===== config.mk =====
export PLATFORM = sky130hd
export DESIGN_NAME = priority_evicting_event_queue_top
export DESIGN_NICKNAME = d
export VERILOG_FILES = /design/src/sv/peeq_pkg.sv /design/src/sv/peeq_cell.sv /design/src/sv/peeq_ctrl.sv /design/src/sv/priority_evicting_event_queue_top.sv
export SDC_FILE = /design/constraint.sdc
export NUM_CORES = 2
export LEC_CHECK = 0
export BUFFER_PORTS_ARGS = -buffer_cell sky130_fd_sc_hd__buf_2
export CORE_MARGIN = 1.5
export CORE_UTILIZATION = 55
export CTS_CLUSTER_DIAMETER = 100
export CTS_CLUSTER_SIZE = 24
export DETAILED_ROUTE_END_ITERATION = 10
export GPL_TIMING_DRIVEN = 1
export PLACE_DENSITY = 0.72
export SLEW_MARGIN = 20
export SYNTH_ARGS = -nofsm -noshare
export SYNTH_HDL_FRONTEND = slang
export SYNTH_SLANG_ARGS = --single-unit

===== constraint.sdc =====
create_clock -name i_clk -period 45.7 [get_ports i_clk]
set_clock_uncertainty 0.15 [all_clocks]
set_input_delay 2.285 -clock i_clk [delete_from_list [all_inputs] [get_ports i_clk]]
set_output_delay 2.285 -clock i_clk [all_outputs]
set_load 0.05 [all_outputs]

===== src/sv/peeq_pkg.sv =====
`timescale 1ns / 1ps
package peeq_pkg;

    localparam int DepthDefault = 16;

    localparam logic [1:0] KindLearning = 2'd1;
    localparam logic [1:0] KindBackfill = 2'd2;

    localparam logic [1:0] PrioLow       = 2'd0;
    localparam logic [1:0] PrioImportant = 2'd1;
    localparam logic [1:0] PrioCritical  = 2'd2;

    localparam logic [2:0] ActAppend     = 3'd0;
    localparam logic [2:0] ActCoalesce   = 3'd1;
    localparam logic [2:0] ActEvictLow   = 3'd2;
    localparam logic [2:0] ActEvictImp   = 3'd3;
    localparam logic [2:0] ActEvictCrit  = 3'd4;
    localparam logic [2:0] ActDrainEntry = 3'd5;
    localparam logic [2:0] ActDrainEmpty = 3'd6;

    typedef struct packed {
        logic        req_type;
        logic [1:0]  op_kind;
        logic        success;
        logic        should_remember;
        logic        save_ok;
        logic        was_added;
        logic        embed_err;
        logic [63:0] turn_id;
    } t_in_req;

    typedef struct packed {
        logic [2:0]  action;
        logic [1:0]  victim_kind;
        logic [1:0]  out_kind;
        logic [4:0]  out_flags;
        logic [63:0] out_turn;
        logic [15:0] out_coalesced;
        logic        last;
        logic [4:0]  queue_level;
        logic [31:0] dropped_total;
        logic [31:0] coalesced_total;
        logic [31:0] critical_evicted_total;
    } t_out_res;

    // one queue entry: kind in [6:5], flags in [4:0]
    typedef struct packed {
        logic [63:0] turn;
        logic [6:0]  kf;
        logic [15:0] coal;
    } t_entry;

    // control broadcast to every cell
    typedef struct packed {
        logic shift;      // cells at or above sel take neighbor above
        logic load;       // cell at wr_idx takes new entry
        logic fold;       // cell at wr_idx coalesces
        logic drain;      // every cell takes neighbor above
    } t_cell_ctl;

    typedef enum logic [2:0] {
        S_IDLE,
        S_DECIDE,
        S_SHIFT,
        S_WRITE,
        S_DRAIN,
        S_OUT
    } t_state;

    function automatic logic [1:0] rank_of(input logic [6:0] kf);
        logic [1:0] kind;
        kind = kf[6:5];
        if (kind == KindBackfill)
            return (!kf[0] || !kf[2]) ? PrioCritical : PrioLow;
        if (kind == KindLearning)
            return (kf[2] && !kf[4]) ? PrioImportant : PrioCritical;
        if (!kf[0] || (kf[1] && !kf[2]))
            return PrioCritical;
        if (kf[1] && kf[3])
            return PrioImportant;
        return PrioLow;
    endfunction

    function automatic logic foldable(input logic [6:0] kf);
        return kf[6:5] == KindBackfill && kf[0] && kf[2];
    endfunction

endpackage


===== src/sv/peeq_cell.sv =====
`timescale 1ns / 1ps
module peeq_cell (
    input  logic              i_clk,
    input  peeq_pkg::t_cell_ctl i_ctl,
    input  logic              i_at_or_above,
    input  logic              i_is_wr,
    input  peeq_pkg::t_entry  i_up,
    input  peeq_pkg::t_entry  i_new,
    output peeq_pkg::t_entry  o_ent,
    output logic [1:0]        o_rank
);
    import peeq_pkg::*;

    t_entry r_ent;
    t_entry n_ent;
    logic [15:0] w_c;

    always_comb begin
        n_ent = r_ent;
        w_c   = (r_ent.coal == 16'd0) ? 16'd1 : r_ent.coal;
        if (i_ctl.drain || (i_ctl.shift && i_at_or_above)) begin
            n_ent = i_up;
        end else if (i_ctl.load && i_is_wr) begin
            n_ent = i_new;
        end else if (i_ctl.fold && i_is_wr) begin
            n_ent.turn = i_new.turn;
            n_ent.coal = (w_c == 16'hFFFF) ? w_c : w_c + 16'd1;
        end
    end

    always_ff @(posedge i_clk) begin
        r_ent <= n_ent;
    end

    assign o_ent  = r_ent;
    assign o_rank = rank_of(r_ent.kf);
endmodule


===== src/sv/peeq_ctrl.sv =====
`timescale 1ns / 1ps
module peeq_ctrl #(
    parameter int DEPTH = peeq_pkg::DepthDefault,
    parameter int CW    = $clog2(DEPTH + 1),
    parameter int IW    = (DEPTH > 1) ? $clog2(DEPTH) : 1
) (
    input  logic                 i_clk,
    input  logic                 i_rst_n,
    input  logic                 i_cfg_we,
    input  logic [4:0]           i_cfg_wdata,
    input  logic                 i_in_valid,
    output logic                 o_in_stall,
    input  peeq_pkg::t_in_req    i_in_data,
    output logic                 o_out_valid,
    input  logic                 i_out_stall,
    output peeq_pkg::t_out_res   o_out_data,
    input  peeq_pkg::t_entry     i_head,
    input  logic [DEPTH*2-1:0]   i_ranks,
    input  logic [6:0]           i_tail_kf,
    input  logic [1:0]           i_sel_kind,
    output peeq_pkg::t_cell_ctl  o_ctl,
    output logic [IW-1:0]        o_sel,
    output logic [IW-1:0]        o_wr_idx,
    output peeq_pkg::t_entry     o_new
);
    import peeq_pkg::*;

    t_state r_state, n_state;
    logic [4:0]    r_maxp;
    logic [CW-1:0] r_cnt, n_cnt;
    logic [CW-1:0] r_left, n_left;
    logic [IW-1:0] r_sel, n_sel;
    logic [31:0]   r_drop, n_drop, r_coal, n_coal, r_crit, n_crit;
    t_in_req       r_req;
    t_out_res      r_out, n_out;
    t_out_res      r_res, n_res;
    logic          r_ov, n_ov;
    logic [CW-1:0] w_lim;
    logic          w_lo_f, w_im_f;
    logic [IW-1:0] w_lo_i, w_im_i;
    logic [6:0]    w_kf;
    logic          w_acc;

    assign w_kf = {r_req.op_kind, r_req.embed_err, r_req.was_added,
                   r_req.save_ok, r_req.should_remember, r_req.success};

    always_comb begin
        if (r_maxp == 5'd0)
            w_lim = CW'(1);
        else if (32'(r_maxp) > DEPTH)
            w_lim = CW'(DEPTH);
        else
            w_lim = CW'(r_maxp);
    end

    // oldest low / important entry among occupied slots
    always_comb begin
        w_lo_f = 1'b0;
        w_im_f = 1'b0;
        w_lo_i = '0;
        w_im_i = '0;
        for (int k = DEPTH - 1; k >= 0; k--) begin
            if (CW'(k) < r_cnt) begin
                if (i_ranks[k*2 +: 2] == PrioLow) begin
                    w_lo_f = 1'b1;
                    w_lo_i = IW'(k);
                end
                if (i_ranks[k*2 +: 2] == PrioImportant) begin
                    w_im_f = 1'b1;
                    w_im_i = IW'(k);
                end
            end
        end
    end

    assign o_in_stall = (r_state != S_IDLE);
    assign w_acc      = i_in_valid && !o_in_stall;

    always_ff @(posedge i_clk) begin
        if (!i_rst_n) begin
            r_state <= S_IDLE;
            r_maxp  <= 5'd16;
            r_cnt   <= '0;
            r_left  <= '0;
            r_sel   <= '0;
            r_drop  <= '0;
            r_coal  <= '0;
            r_crit  <= '0;
            r_ov    <= 1'b0;
        end else begin
            r_state <= n_state;
            if (i_cfg_we)
                r_maxp <= i_cfg_wdata;
            r_cnt   <= n_cnt;
            r_left  <= n_left;
            r_sel   <= n_sel;
            r_drop  <= n_drop;
            r_coal  <= n_coal;
            r_crit  <= n_crit;
            r_ov    <= n_ov;
        end
    end

    // r_res builds the result while r_out may still hold the previous one
    always_ff @(posedge i_clk) begin
        if (w_acc)
            r_req <= i_in_data;
        r_res <= n_res;
        r_out <= n_out;
    end

    always_comb begin
        n_state = r_state;
        n_cnt   = r_cnt;
        n_left  = r_left;
        n_sel   = r_sel;
        n_drop  = r_drop;
        n_coal  = r_coal;
        n_crit  = r_crit;
        n_ov    = r_ov;
        n_out   = r_out;
        n_res   = r_res;
        o_ctl   = '0;
        o_sel   = r_sel;
        o_wr_idx = IW'(r_cnt - CW'(1));
        o_new.turn = r_req.turn_id;
        o_new.kf   = w_kf;
        o_new.coal = 16'd0;
        if (r_ov && !i_out_stall)
            n_ov = 1'b0;
        unique case (r_state)
            S_IDLE: begin
                if (w_acc)
                    n_state = S_DECIDE;
            end
            S_DECIDE: begin
                n_res = '0;
                if (r_req.req_type) begin
                    if (r_cnt == '0) begin
                        n_res.action = ActDrainEmpty;
                        n_res.last   = 1'b1;
                        n_state = S_OUT;
                    end else begin
                        n_left  = r_cnt;
                        n_cnt   = '0;
                        n_state = S_DRAIN;
                    end
                end else if (r_cnt < w_lim) begin
                    n_res.action = ActAppend;
                    n_state = S_WRITE;
                end else if (foldable(w_kf) && r_cnt != '0 && foldable(i_tail_kf)) begin
                    o_ctl.fold = 1'b1;
                    n_coal = (r_coal == '1) ? r_coal : r_coal + 32'd1;
                    n_res.action = ActCoalesce;
                    n_res.last   = 1'b1;
                    n_state = S_OUT;
                end else begin
                    if (w_lo_f) begin
                        n_sel = w_lo_i;
                        n_res.action = ActEvictLow;
                    end else if (w_im_f) begin
                        n_sel = w_im_i;
                        n_res.action = ActEvictImp;
                    end else begin
                        n_sel = '0;
                        n_res.action = ActEvictCrit;
                    end
                    if (w_lo_f || w_im_f)
                        n_drop = (r_drop == '1) ? r_drop : r_drop + 32'd1;
                    else
                        n_crit = (r_crit == '1) ? r_crit : r_crit + 32'd1;
                    n_state = S_SHIFT;
                end
            end
            S_SHIFT: begin
                // compaction: entries above the victim move down one slot
                n_res.victim_kind = i_sel_kind;
                o_ctl.shift = 1'b1;
                n_cnt   = r_cnt - CW'(1);
                n_state = S_WRITE;
            end
            S_WRITE: begin
                o_wr_idx   = IW'(r_cnt);
                o_ctl.load = 1'b1;
                n_cnt      = r_cnt + CW'(1);
                n_res.last = 1'b1;
                n_state    = S_OUT;
            end
            S_DRAIN: begin
                if (!r_ov || !i_out_stall) begin
                    n_out = '0;
                    n_out.action        = ActDrainEntry;
                    n_out.out_kind      = i_head.kf[6:5];
                    n_out.out_flags     = i_head.kf[4:0];
                    n_out.out_turn      = i_head.turn;
                    n_out.out_coalesced = i_head.coal;
                    n_out.last          = (r_left == CW'(1));
                    n_out.dropped_total          = r_drop;
                    n_out.coalesced_total        = r_coal;
                    n_out.critical_evicted_total = r_crit;
                    n_ov        = 1'b1;
                    o_ctl.drain = 1'b1;
                    n_left      = r_left - CW'(1);
                    if (r_left == CW'(1))
                        n_state = S_IDLE;
                end
            end
            S_OUT: begin
                if (!r_ov || !i_out_stall) begin
                    n_out = r_res;
                    n_out.queue_level            = 5'(r_cnt);
                    n_out.dropped_total          = r_drop;
                    n_out.coalesced_total        = r_coal;
                    n_out.critical_evicted_total = r_crit;
                    n_ov    = 1'b1;
                    n_state = S_IDLE;
                end
            end
            default: n_state = S_IDLE;
        endcase
    end

    assign o_out_valid = r_ov;
    assign o_out_data  = r_out;

    a_cnt_bound: assert property (@(posedge i_clk) disable iff (!i_rst_n)
        r_cnt <= CW'(DEPTH)) else $error("level above depth");
    a_busy: assert property (@(posedge i_clk) disable iff (!i_rst_n)
        w_acc |=> r_state == S_DECIDE) else $error("accept did not start");
    a_drain_empty: assert property (@(posedge i_clk) disable iff (!i_rst_n)
        (r_state == S_DRAIN) |-> r_cnt == '0) else $error("drain left entries");
    a_out_hold: assert property (@(posedge i_clk) disable iff (!i_rst_n)
        (r_ov && i_out_stall) |=> (r_ov && $stable(r_out)))
        else $error("stalled result changed");
endmodule


===== src/sv/priority_evicting_event_queue_top.sv =====
`timescale 1ns / 1ps
// Bounded event queue with priority eviction.
// Input channel: i_in_valid / o_in_stall carries one request (admit or drain).
// Output channel: o_out_valid / i_out_stall carries result items.
// One request is handled at a time; o_in_stall is high while it is in work.
// Admit: DECIDE, then WRITE, then OUT registers one result with last set;
// with an eviction, SHIFT comes before WRITE and moves the cell row down
// past the victim. Coalesce and drain of an empty queue go from DECIDE
// straight to OUT. Drain: one result per entry, one per cycle while the
// output is not stalled, from the head cell as the row shifts toward slot
// 0; last marks the final entry. Accepting the next request waits until
// the final result is registered.
// Results wait in an output register; a stalled receiver holds the row.
// i_cfg_we writes max_pending (bound); write only while idle.
// Reset (synchronous, i_rst_n low) empties the queue, clears counters and
// sets the bound to 16. Entry storage is not cleared.
module priority_evicting_event_queue_top #(
    parameter int DEPTH = peeq_pkg::DepthDefault
) (
    input  logic                i_clk,
    input  logic                i_rst_n,
    input  logic                i_cfg_we,
    input  logic [4:0]          i_cfg_wdata,
    input  logic                i_in_valid,
    output logic                o_in_stall,
    input  peeq_pkg::t_in_req   i_in_data,
    output logic                o_out_valid,
    input  logic                i_out_stall,
    output peeq_pkg::t_out_res  o_out_data
);
    import peeq_pkg::*;

    localparam int IW = (DEPTH > 1) ? $clog2(DEPTH) : 1;

    t_cell_ctl          w_ctl;
    logic [IW-1:0]      w_sel, w_wr;
    t_entry             w_new;
    t_entry             w_ent [DEPTH];
    logic [DEPTH*2-1:0] w_ranks;
    logic [6:0]         w_tail_kf;
    logic [1:0]         w_sel_kind;

    always_comb begin
        w_tail_kf  = w_ent[0].kf;
        w_sel_kind = w_ent[0].kf[6:5];
        for (int k = 0; k < DEPTH; k++) begin
            if (IW'(k) == w_wr)
                w_tail_kf = w_ent[k].kf;
            if (IW'(k) == w_sel)
                w_sel_kind = w_ent[k].kf[6:5];
        end
    end

    peeq_ctrl #(.DEPTH(DEPTH)) u_ctrl (
        .i_clk(i_clk), .i_rst_n(i_rst_n),
        .i_cfg_we(i_cfg_we), .i_cfg_wdata(i_cfg_wdata),
        .i_in_valid(i_in_valid), .o_in_stall(o_in_stall), .i_in_data(i_in_data),
        .o_out_valid(o_out_valid), .i_out_stall(i_out_stall), .o_out_data(o_out_data),
        .i_head(w_ent[0]), .i_ranks(w_ranks), .i_tail_kf(w_tail_kf),
        .i_sel_kind(w_sel_kind),
        .o_ctl(w_ctl), .o_sel(w_sel), .o_wr_idx(w_wr), .o_new(w_new)
    );

    for (genvar g = 0; g < DEPTH; g++) begin : g_cell
        t_entry w_up;
        if (g == DEPTH - 1) begin : g_end
            assign w_up = w_ent[g];
        end else begin : g_mid
            assign w_up = w_ent[g+1];
        end
        peeq_cell u_cell (
            .i_clk(i_clk), .i_ctl(w_ctl),
            .i_at_or_above(IW'(g) >= w_sel),
            .i_is_wr(IW'(g) == w_wr),
            .i_up(w_up), .i_new(w_new),
            .o_ent(w_ent[g]), .o_rank(w_ranks[g*2 +: 2])
        );
    end
endmodule

==> run summary <==
The run finished with clean final reports. Dividing the final minimum period by the clock period gives 15.5%. The fraction of synthesis flops using an asynchronous set or reset pin works out to 0%.

The finished layout holds 9273 standard cells, fillers aside. The combinational family with the most area after synthesis is simple AND/OR/NAND/NOR gates. The number of buffers inserted by port buffering was 277. The post-synthesis compound-gate area fraction was 5.54%. For the via count, the log shows 54000.

The share of synthesized area in the top cell type comes to 62.2%. Ranked by total cell area, the synthesized netlist is headed by sky130_fd_sc_hd__edfxtp_1, sky130_fd_sc_hd__nand2_1, sky130_fd_sc_hd__mux2_2. 278 I/O pins were placed.

The synthesized design spends more area on one cell type than any other, namely sky130_fd_sc_hd__edfxtp_1. The worst-case IR drop observed on VDD is 0.0448 mV. The synthesized design contains 1664 enable-type register cells. The logs give 55.3% for the initial standard-cell utilization of the core and 0 for the post-detailed-route count of antenna-violating nets. Compared with the post-synthesis result, the final layout area differs by 7.19%.

The post-CTS repair timing setup buffer count came out at 0. Registers take 52400 um^2. The tools report the die outline area as 148000 um^2. Setup repair after global routing left no endpoint under its margin. The logs give 149 for the maximum number of pins on one net before global-route repair and 85 for the TritonCTS buffer count. Class of the tightest hold or removal check: reg2reg. The wire length per cell after detailed routing works out to 20.8 um. The placer congestion estimate is 0.922. After the last flow step, the layout net total stands at 7424.

For the upper clock frequency limit, the log shows 141 MHz. The final hold violation count is 0. The chip height came out at 385 um.

The sequential fraction of design power is 51.6%. The length of the first detailed-routing pass in iterations is 6. Clock root buffer master: sky130_fd_sc_hd__clkbuf_16. Max-cap violations in this run came to 0. The total negative setup slack came out at 0 ps. The overall die width is 385 um, and the number of DRC markers in iteration 0 is 5284.

The number of fillers in the final layout was 11700. At the end of the flow the core is filled with cells to 59.3%. A synthesized cell averages 11.0 um^2. Portion of total power attributed to the clock network: 15.5%. Gates resized during post-CTS repair numbered 0. The data arrival time of the critical path is 7280 ps, and the clock period minus worst slack is 7080 ps. For this run, the register share of the synthesized area comes to 65.2%.

The logs give 83600 um^2 for the instance area after placement and 1783 for the TritonCTS sink count. In this run the tightest slew margin relative to its limit is 22.2%. The worst-case hold slack is 321 ps, and the mapped cell area is 80300 um^2.

The tools report the overall routed net length as 193000 um. The portion of synthesized area spent on multiplexers is 4.43%. The run gives 0 as the number of hold buffers added after CTS. The tools report the total congestion overflow as 0.

The tools report the number of different library cells in the post-synthesis netlist as 97. The fraction of synthesized cell area in xor and xnor cells is 2.42%, and the switching power is 2.10 mW. Basic-gate share of the synthesized area counting and, or, nand and nor cells: 19.7%. Synthesis produced a netlist whose cell count is 7292. Synthesis produced a netlist with a net count of 7388. After routing the design area is 86000 um^2. Setup violations remaining at the end of the flow were counted as 0.

The count of pins over their slew limit is 0. The floorplan has 140 rows. Along the worst path, the maximum fanout reaches 44. TritonCTS built the clock tree. At the worst endpoint, the required time is 45900 ps. In this run the power density over the cells is 64.1 nW/um^2. Among all flip-flop cells after synthesis, the most frequent one is sky130_fd_sc_hd__edfxtp_1.

The core region is 145000 um^2. The clock network latency to the later pin of the worst-skew pair came out at 780 ps. The critical path is of the reg2reg type. The number of flip-flops and latches in the synthesized netlist is 1783. Detailed placement ended at an HPWL of 121000 um. After detailed routing, the number of remaining DRC violations is 0. The tools report the launching element type of the critical path as a flip-flop. The run gives 0 as the number of warning messages in the yosys log. The via count of the first global-routing pass was 51500. The endpoint kind of the worst setup timing path was a flip-flop. The clock passes through at most 3 buffers. The commonest cells after synthesis are sky130_fd_sc_hd__nand2_1, sky130_fd_sc_hd__edfxtp_1, sky130_fd_sc_hd__clkbuf_1. The number of H-tree levels was 3; the slew at the pin closest to its max-slew limit was 1170 ps.

Of the total synthesized cell area, the portion taken by full adders, half adders and majority gates is 0.380%. Net switching is 38.0% of the power. After clock tree synthesis, the clock-pin slew on the worst setup and hold paths is 100 ps. The post-route netlist has 11.5% of its cells at a drive strength greater than 1. Yosys instantiated no cell more often than sky130_fd_sc_hd__nand2_1. Global-route usage over all layers: 25.8%.

Area of the multi-input gates: 26500 um^2. Combinational cells account for 32.9% of the total power. The first global-routing pass estimated 299000 um of wire. Internal power comes to 3.42 mW. Including well taps, the total number of placed cells is 9156.

The static leakage power is 31.2 nW, and the number of antenna violations at the first check in global routing is 0. The mean number of vias per cell was 5.83.
## routing by layer
layer,part of all wire (%),wire length (um),track usage [%]
met1,44,84100,36.9
met5,0,0,0
met2,48,91600,42.3
met4,2.4,4620,7.06
met3,6.5,12500,2.70
## state kept, by name (all words and copies together) (netlist names), 6 cells and up
signal and cells:
u_ctrl.r_drop 32, g_cell.u_cell.o_ent 1392, u_ctrl.o_new 71, u_ctrl.r_coal 32
u_ctrl.r_crit 32, u_ctrl.o_out_data 194, u_ctrl.r_res 6
## cells by family after synthesis
family	count (synthesis)
compound gates	719
xor+xnor	222
fa+ha+maj	27
buf+inv	485
flops	1783
mux	317
simple gates	3739
## path summary, 6_finish.rpt
kind	slack (ps)	from	cells after the start	end
setup reg to reg	38620	u_ctrl.r_state[0]$_SDFFE_PN0P_	15	g_cell[15].u_cell.o_ent[9]$_SDFFCE_PP0P_
hold reg to reg	320	u_ctrl.r_drop[13]$_SDFFE_PN0P_	0	u_ctrl.o_out_data[77]$_DFFE_PP_
hold / removal	320	u_ctrl.r_drop[13]$_SDFFE_PN0P_	0	u_ctrl.o_out_data[77]$_DFFE_PP_
setup / recovery	38620	u_ctrl.r_state[0]$_SDFFE_PN0P_	15	g_cell[15].u_cell.o_ent[9]$_SDFFCE_PP0P_
## power groups by stage
| stage | Sequential (mW) | Clock [mW] | Combinational, mW |
|---|---|---|---|
| global placement | 2.87 | 0 | 1.75 |
| floorplan | 2.91 | 0 | 1.20 |
| detailed placement | 2.88 | 0 | 1.80 |
| finish | 2.85 | 0.855 | 1.82 |
| CTS | 2.85 | 0.876 | 1.81 |
| global route | 2.90 | 0.925 | 1.99 |
## cells in the final DEF (no fill, tap or decap), types with 19 or more instances in the layout
cell,netlist,layout
sky130_fd_sc_hd__a21oi_1,114,106
sky130_fd_sc_hd__a31oi_1,23,22
sky130_fd_sc_hd__and2_1,107,106
sky130_fd_sc_hd__and3_1,56,56
sky130_fd_sc_hd__and4_1,19,19
sky130_fd_sc_hd__buf_2,14,277
sky130_fd_sc_hd__buf_4,3,83
sky130_fd_sc_hd__clkbuf_16,0,85
sky130_fd_sc_hd__dfxtp_1,119,119
sky130_fd_sc_hd__edfxtp_1,1664,1664
sky130_fd_sc_hd__inv_1,69,69
sky130_fd_sc_hd__mux2_2,288,288
sky130_fd_sc_hd__mux2i_1,26,26
sky130_fd_sc_hd__nand2_1,2787,2779
sky130_fd_sc_hd__nand2b_1,34,34
sky130_fd_sc_hd__nand3_1,138,138
sky130_fd_sc_hd__nand4_1,72,72
sky130_fd_sc_hd__nor2_1,242,240
sky130_fd_sc_hd__nor2b_1,23,23
sky130_fd_sc_hd__nor3_1,69,69
sky130_fd_sc_hd__nor4_1,81,81
sky130_fd_sc_hd__o211ai_1,21,21
sky130_fd_sc_hd__o21ai_0,311,308
sky130_fd_sc_hd__o31ai_1,35,34
sky130_fd_sc_hd__or3_1,25,25
sky130_fd_sc_hd__xnor2_1,114,114
sky130_fd_sc_hd__xor2_1,108,108
## worst max-delay path: stages, from the launching register on
cell                        delay (ps)
sky130_fd_sc_hd__dfxtp_1           800
sky130_fd_sc_hd__nand3b_2          480
sky130_fd_sc_hd__inv_2             380
sky130_fd_sc_hd__ha_1              290
sky130_fd_sc_hd__buf_4             230
sky130_fd_sc_hd__inv_1             510
sky130_fd_sc_hd__nand2_1           590
sky130_fd_sc_hd__a21oi_1           280
sky130_fd_sc_hd__a211oi_1          100
sky130_fd_sc_hd__o21ai_1           310
sky130_fd_sc_hd__a31oi_4           190
sky130_fd_sc_hd__o21ai_2           330
sky130_fd_sc_hd__nand2_2           220
sky130_fd_sc_hd__a2111oi_2         410
sky130_fd_sc_hd__buf_4             590
sky130_fd_sc_hd__buf_4             600
## metrics by stage
stage / setup WS [ps] / total power, mW
after floorplan: 29030 / 4.11
after global placement: 38790 / 4.62
after detailed placement: 38780 / 4.68
after CTS: 38670 / 5.53
after global routing: 38190 / 5.82
final: 38620 / 5.52
## area by class of cell
cell class,instances,share of cell area [%]
Clock inverter,12,0.257
Tap cell,1917,2.79
Multi-Input combinational cell,5024,30.8
Timing Repair Buffer,363,2.42
Antenna cell,2,0.00582
Inverter,71,0.310
Clock buffer,101,2.54
Sequential cell,1783,60.8
No activity file was read; power rests on OpenSTA's default activity.
